--- src/rtl/sqdk_pkg.sv ---
// Shared types, codes and widths for the sorted priority queue.
package sqdk_pkg;

	localparam int CAPACITY_DEF = 64;
	localparam int ID_W = 16;
	localparam int PRIO_W = 16;
	localparam int STATUS_W = 3;
	localparam int COUNT_OUT_W = 7;
	localparam int S_DATA_W = 40;
	localparam int M_DATA_W = 64;

	// Commands carried by a request.
	localparam logic [1:0] CMD_INSERT = 2'd0;
	localparam logic [1:0] CMD_POP = 2'd1;
	localparam logic [1:0] CMD_UPGRADE = 2'd2;
	localparam logic [1:0] CMD_CLEAR = 2'd3;

	// Result status codes.
	localparam logic [STATUS_W-1:0] ST_OK = 3'd0;
	localparam logic [STATUS_W-1:0] ST_EMPTY = 3'd1;
	localparam logic [STATUS_W-1:0] ST_NOT_FOUND = 3'd2;
	localparam logic [STATUS_W-1:0] ST_NOT_UPGRADE = 3'd3;
	localparam logic [STATUS_W-1:0] ST_FULL = 3'd4;

	// Operations applied to every cell in the same cycle.
	localparam logic [1:0] OP_HOLD = 2'd0;
	localparam logic [1:0] OP_INSERT = 2'd1;
	localparam logic [1:0] OP_POP = 2'd2;
	localparam logic [1:0] OP_REMOVE = 2'd3;

	typedef struct packed {
		logic [1:0] op;
		logic [ID_W-1:0] id;
		logic [PRIO_W-1:0] prio;
	} cell_ctl_t;

endpackage

--- src/rtl/sqdk_cell.sv ---
// One slot of the sorted queue: holds an entry and shifts it with its neighbors.
module sqdk_cell
	import sqdk_pkg::*;
(
	input  logic              clk,
	input  cell_ctl_t         ctl,
	input  logic              valid,
	input  logic [ID_W-1:0]   left_id,
	input  logic [PRIO_W-1:0] left_prio,
	input  logic              left_gt,
	input  logic [ID_W-1:0]   right_id,
	input  logic [PRIO_W-1:0] right_prio,
	input  logic              seen_in,
	input  logic [PRIO_W-1:0] old_in,
	output logic [ID_W-1:0]   id,
	output logic [PRIO_W-1:0] prio,
	output logic              gt,
	output logic              seen_out,
	output logic [PRIO_W-1:0] old_out,
	output logic [ID_W-1:0]   nxt_id,
	output logic [PRIO_W-1:0] nxt_prio
);

	logic [ID_W-1:0] id_q;
	logic [PRIO_W-1:0] prio_q;
	logic match;
	logic first;

	assign id = id_q;
	assign prio = prio_q;
	assign gt = valid && (prio_q > ctl.prio);
	assign match = valid && (id_q == ctl.id);
	assign first = match && !seen_in;
	assign seen_out = seen_in || match;
	assign old_out = old_in | (first ? prio_q : '0);

	always_comb begin
		nxt_id = id_q;
		nxt_prio = prio_q;
		case (ctl.op)
			OP_INSERT: begin
				// Entries behind the insertion point move back by one slot.
				if (left_gt) begin
					nxt_id = left_id;
					nxt_prio = left_prio;
				end else if (gt || !valid) begin
					nxt_id = ctl.id;
					nxt_prio = ctl.prio;
				end
			end
			OP_POP: begin
				nxt_id = right_id;
				nxt_prio = right_prio;
			end
			OP_REMOVE: begin
				if (seen_out) begin
					nxt_id = right_id;
					nxt_prio = right_prio;
				end
			end
			default: begin
				nxt_id = id_q;
				nxt_prio = prio_q;
			end
		endcase
	end

	always_ff @(posedge clk) begin
		id_q <= nxt_id;
		prio_q <= nxt_prio;
	end

endmodule

--- config.mk ---
export PLATFORM = sky130hd
export DESIGN_NAME = sqdk_cell
export DESIGN_NICKNAME = d
export VERILOG_FILES = /design/src/rtl/sqdk_pkg.sv /design/src/rtl/sqdk_cell.sv
export SDC_FILE = /design/constraint.sdc
export NUM_CORES = 1
export LEC_CHECK = 0
export ABC_AREA = 1
export BUFFER_PORTS_ARGS = -buffer_cell sky130_fd_sc_hd__buf_2
export CORE_ASPECT_RATIO = 1.2
export CORE_MARGIN = 5
export CORE_UTILIZATION = 30
export CTS_CLUSTER_SIZE = 28
export DETAILED_ROUTE_END_ITERATION = 8
export GPL_TIMING_DRIVEN = 0
export SYNTH_ARGS = -nofsm -noshare
export SYNTH_HDL_FRONTEND = slang
export SYNTH_SLANG_ARGS = --single-unit
--- constraint.sdc ---
create_clock -name clk -period 2.4 [get_ports clk]
set_clock_uncertainty 0.05 [all_clocks]
set_input_delay 0.12 -clock clk [delete_from_list [all_inputs] [get_ports clk]]
set_output_delay 0.12 -clock clk [all_outputs]
set_load 0.01 [all_outputs]
[Yosys cells after proc, flatten, opt, wreduce, memory -nomap -nowiden]
Cells that the tools add are included.
Storage, ports and cells
  register bits after elaboration: 32
  bits in latches: 0
  RAM bits: 0
  memory bits (read-only): 0
  bits of input ports: 118
  output and inout port bits: 82
  logic and storage cells: 24
  memories kept: 0
Cells by class
  add/sub/neg operators: 0
  $mul: 0
  divide/modulo/power cells: 0
  magnitude comparators: 1
  equal/unequal tests: 4
  shifts and indexed selects: 0
  mux-type cells: 9
  bitwise gates (word level): 1
  reduce and logical (&&, ||, !) cells: 7
Operators by type and width (count)
  16-bit two-way mux: 7
  16-bit case mux with 3 select lines: 2
  16-bit equality test: 1
  16-bit greater-than comparator: 1
  16-bit OR: 1
  2-bit equality test, second input constant: 2
  1-bit logical AND: 3
  2-bit by 1-bit equality test with 1-bit output, second input constant: 1
  1-bit logical NOT: 2
  1-bit logical OR: 2

[Longest topological paths before layout]
  depth after elaboration: 6
  depth in mapped cells: 18
  mapped depth without buffers: 17

[Worst setup path after synthesis]
Ideal clock, no wire load.
  kind: register to register
  start: register prio_q[7], in the netlist prio[7]
  end: register id_q[0], in the netlist id[0]
  library setup time: 160 ps
  arrival: 1781 ps
  required time: 2190 ps
  slack: 409 ps
  cell stages (with the launch flop): 14
  buffers on the path: 1
  clock period less this slack: 1991 ps
  path through: dfxtp_1 ha_1 a21o_1 nor2_1 nand2_1 nand2_1 nand2_1 nand2_1 nand2_1 buf_2 nand2_1 nand3_1 nand2_1 nand3_1
Between the ends
  cells in the longest elaborated chain, start to end: 6
RTL lines
  from (decl): RTL line sqdk_cell.sv:25  | logic [PRIO_W-1:0] prio_q;
  from (signal assigned): RTL line sqdk_cell.sv:70  | prio_q <= nxt_prio;
  16-bit greater-than comparator: RTL line sqdk_cell.sv:31  | assign gt = valid && (prio_q > ctl.prio);
  1-bit logical AND: RTL line sqdk_cell.sv:31
  1-bit logical OR: RTL line sqdk_cell.sv:46  | end else if (gt || !valid) begin
  16-bit two-way mux: RTL line sqdk_cell.sv:46
  16-bit two-way mux: RTL line sqdk_cell.sv:43  | if (left_gt) begin
  16-bit case mux with 3 select lines: RTL line sqdk_cell.sv:40  | case (ctl.op)
  named net nxt_id[0]: RTL line sqdk_cell.sv:20  | output logic [ID_W-1:0] nxt_id,
  to (signal assigned): RTL line sqdk_cell.sv:69  | id_q <= nxt_id;
  to (decl): RTL line sqdk_cell.sv:24  | logic [ID_W-1:0] id_q;
The timed path passes the listed nets, and every way through them passes these cells.

[Worst setup path in the final report]
  start: register prio_q[11], in the netlist prio[11]
  end: output nxt_id[9]
Between the ends
  cells in the longest elaborated chain, start to end: 6
RTL lines (RTL line)
  16-bit greater-than comparator: sqdk_cell.sv:31
  1-bit logical AND: sqdk_cell.sv:31
  1-bit logical OR: sqdk_cell.sv:46
  16-bit two-way mux: sqdk_cell.sv:46
  16-bit two-way mux: sqdk_cell.sv:43
  16-bit case mux with 3 select lines: sqdk_cell.sv:40
  to (decl): sqdk_cell.sv:20
No other way between the ends.

==> impl_metrics.json <==
{
  "routed_via_density": 4.86,
  "ff2ff_setup_slack_ps": 250,
  "cts-buffers-inserted": 5,
  "fin_setup_tns_ps": -883,
  "synthTopCellsByCount": "nor2_1 (177), nand2_1 (172), nand3_1 (132)",
  "grt_pass1_vias": 5158,
  "crit_required_ps": 2230,
  "setup_viol": 31,
  "dieArea_mm2": 0.0155,
  "netlist_area_mm2": 0.00392,
  "dpl.cell_count": 1102,
  "crit_path_start_kind": "flop",
  "ys_ff_latch": 32,
  "die_y_um": 135,
  "p_sw_uw": 1270,
  "fin_nets": 1105,
  "layout.cells.non_filler": 1136,
  "switching_share_pct": 41.7,
  "cp_slowest_cell": "dfxtp_4",
  "core_mm2": 0.0127,
  "antenna_found_initial": 1,
  "synth_top_area_cell": "nor2_1",
  "synth_xor_area_share_pct": 0.893,
  "hold-path-endpoint": "prio[2]",
  "tritoncts": "yes",
  "wl_um": 18300,
  "synthMuxAreaShare_pct": 0,
  "routedWlPerCell_um": 16.1,
  "min_delay_path_depth": 5,
  "synth_cell_types": 23,
  "root_buffer": "clkbuf_16",
  "fill_cells": 1383,
  "violations": "negative setup slack",
  "worst_slack_ps": -66.5,
  "rsz0062_at_grt": "yes",
  "grtUsageTotal_pct": 22.3,
  "critPathMaxStageDelay_ps": 360,
  "synth_area_leaders": "nor2_1 (17%), nand3_1 (17%), nand2_1 (16%)",
  "end_kind": "output pin",
  "grt_overflow_total": 0,
  "synth_edf_count": 0,
  "grt_pass1_wl_um": 27200,
  "cts.clk_slew.worst_paths_ps": 60,
  "fmax_ghz": 0.405,
  "vias": 5519,
  "syn_inst": 740,
  "synth_ff_type": "dfxtp_1",
  "hp-class": "input pin to flop",
  "synth_nets": 874,
  "netlist.area_leader.share_pct": 16.9,
  "path_class": "flop to output pin",
  "yosys.area_share.simple_pct": 51.2,
  "r2r-end": "id[7]",
  "min_period_ps": 2470,
  "min_from": "ctl[2]",
  "die_x_um": 114,
  "drc": 0,
  "whs_ps": 132,
  "io_buffers": 198,
  "synth_warnings": 0,
  "crit_chain": "ha_4, nand4_1, nor3_2, nand2_1, nand2_2, nand2_4, buf_4, buf_4, nand3_1, nand3_1, nand2_1, nand3_2, buf_6",
  "status": "finished, violations left",
  "async_flop_share_pct": 0,
  "crit_path_max_fanout": 5,
  "dp_hpwl_um": 12900,
  "dp_slack_ps": -144,
  "clk_latency_ps": 290,
  "reg2regPathDepth": 12,
  "power.leakage_uw": 0.00344,
  "drt.antenna.violating_nets": 0,
  "firstDrtPassIters": 5,
  "yosysMostFrequentCell": "nor2_1",
  "multi_input_area_mm2": 0.00332,
  "diodes": 0,
  "cts_max_level": 2,
  "grt_max_degree": 11,
  "cts.sinks": 32,
  "synth_adder_area_share_pct": 5.10,
  "p_comb_share_pct": 53.2,
  "internal-power_uw": 1780,
  "drive_gt1_share_pct": 43.2,
  "drtIter0Drc": 331,
  "pwr-share-clk_pct": 22.9,
  "seq_area_um2": 683,
  "pwr-share-seq_pct": 23.8,
  "ir_worst_vdd_mv": 0.262,
  "worst-slew-pin-transition_ps": 857,
  "maxSlewHeadroom_pct": 42.9,
  "finalHoldViolations": 0,
  "synth_top_family_by_area": "simple AND/OR/NAND/NOR gates",
  "final_area_mm2": 0.00640,
  "p_per_area_mw_per_mm2": 477,
  "syn_avg_cell_area_um2": 5.30,
  "cap_violations": 0,
  "ys_seq_area_share_pct": 16.3,
  "arrival_ps": 2300,
  "cts_max_path_buffers": 2,
  "area_growth_pct": 63.2,
  "synth_compound_area_share_pct": 11.8,
  "gp_congestion": 0.843,
  "rows": 45,
  "maxSlewViolCount": 0,
  "dpl_cell_area_mm2": 0.00512,
  "reg2reg_from": "prio[11]",
  "start_util_pct": 30.8,
  "period_share_pct": 103,
  "ios": 200
}
[cell type report]
type	count	share of cell area, %
buffer	42	3.89
clock buffer	8	2.29
inverter	95	5.57
multi-input combinational	569	51.9
sequential	32	10.7
tap	164	3.21
timing repair buffer	226	22.4
[what timing repair did]
| action | in CTS | in global routing |
|---|---|---|
| setup endpoints to repair | 51 | 42 |
| gates cloned | 1 | 2 |
| pin swaps | 7 | 29 |
| hold buffers | 0 | 0 |
| setup buffers | 14 | 11 |
| gates resized for setup | 82 | 128 |
[cells by family after synthesis]
group | after synthesis
buffers and inverters | 139
XOR/XNOR | 4
AO/OA/AOI/OAI | 62
adder cells (fa/ha/maj) | 16
flip-flops | 32
AND/OR/NAND/NOR | 487
[stage by stage]
stage	utilization, %	power, uW
after CTS	45.0	2800
after global routing	50.3	3230
after global placement	40.2	1860
final	50.3	3050
after floorplan	-	1380
after detailed placement	40.2	1870
[layer usage]
layer / vias to the layer above / GRT usage, % / wire (um)
met4: 2 / 5.81 / 323
met3: 24 / 2.90 / 1050
met1: 2522 / 27.2 / 7480
met5: - / 0 / 7
met2: 197 / 40.6 / 9480
li1: 2774 / - / -
[power by group through the flow]
| stage | Clock [uW] | Combinational (uW) | Sequential, uW |
|---|---|---|---|
| floorplan | 0 | 640 | 740 |
| global placement | 0 | 1140 | 726 |
| detailed placement | 0 | 1140 | 727 |
| CTS | 715 | 1370 | 716 |
| global route | 720 | 1780 | 738 |
| finish | 700 | 1620 | 727 |
[layout by cell type, fill, tap and decap left out, types with 3 or more instances in the layout]
cell type and instances:
nand2_4 15, buf_1 7, ha_1 5, a21oi_2 33, clkbuf_16 7, buf_4 22, nand2_1 131, clkbuf_1 23
ha_4 11, buf_6 37, o21ai_1 4, dfxtp_1 10, buf_8 3, inv_1 85, inv_2 10, dfxtp_2 16
dfxtp_4 6, nand2_2 25, nor2_2 5, a21oi_1 5, nand3_1 82, nand3_2 49, o21bai_1 16, nor2_1 172
buf_2 174, o21ai_0 3
[registers in the layout, indices dropped and copies added (netlist names)]
signal and flops:
id 16, prio 16
[critical path: cells and delay by family (launching register included)]
kind / cells / cell delay, ps
adders and majority gates: 1 / 280
and+or+nand+nor: 9 / 920
buffers and inverters: 3 / 440
DFF: 1 / 360
[worst max path at each step]
stage                         endpoint  depth (start not counted)     start
after global routing         nxt_id[8]                         12  prio[11]
after detailed placement   nxt_prio[9]                         13  prio[13]
final                        nxt_id[9]                         13  prio[11]
after global placement    nxt_prio[11]                         13  prio[13]
after CTS                   nxt_id[15]                         13  prio[11]
after floorplan                  id[0]                         13   prio[7]
No activity file was read; power rests on OpenSTA's default activity.
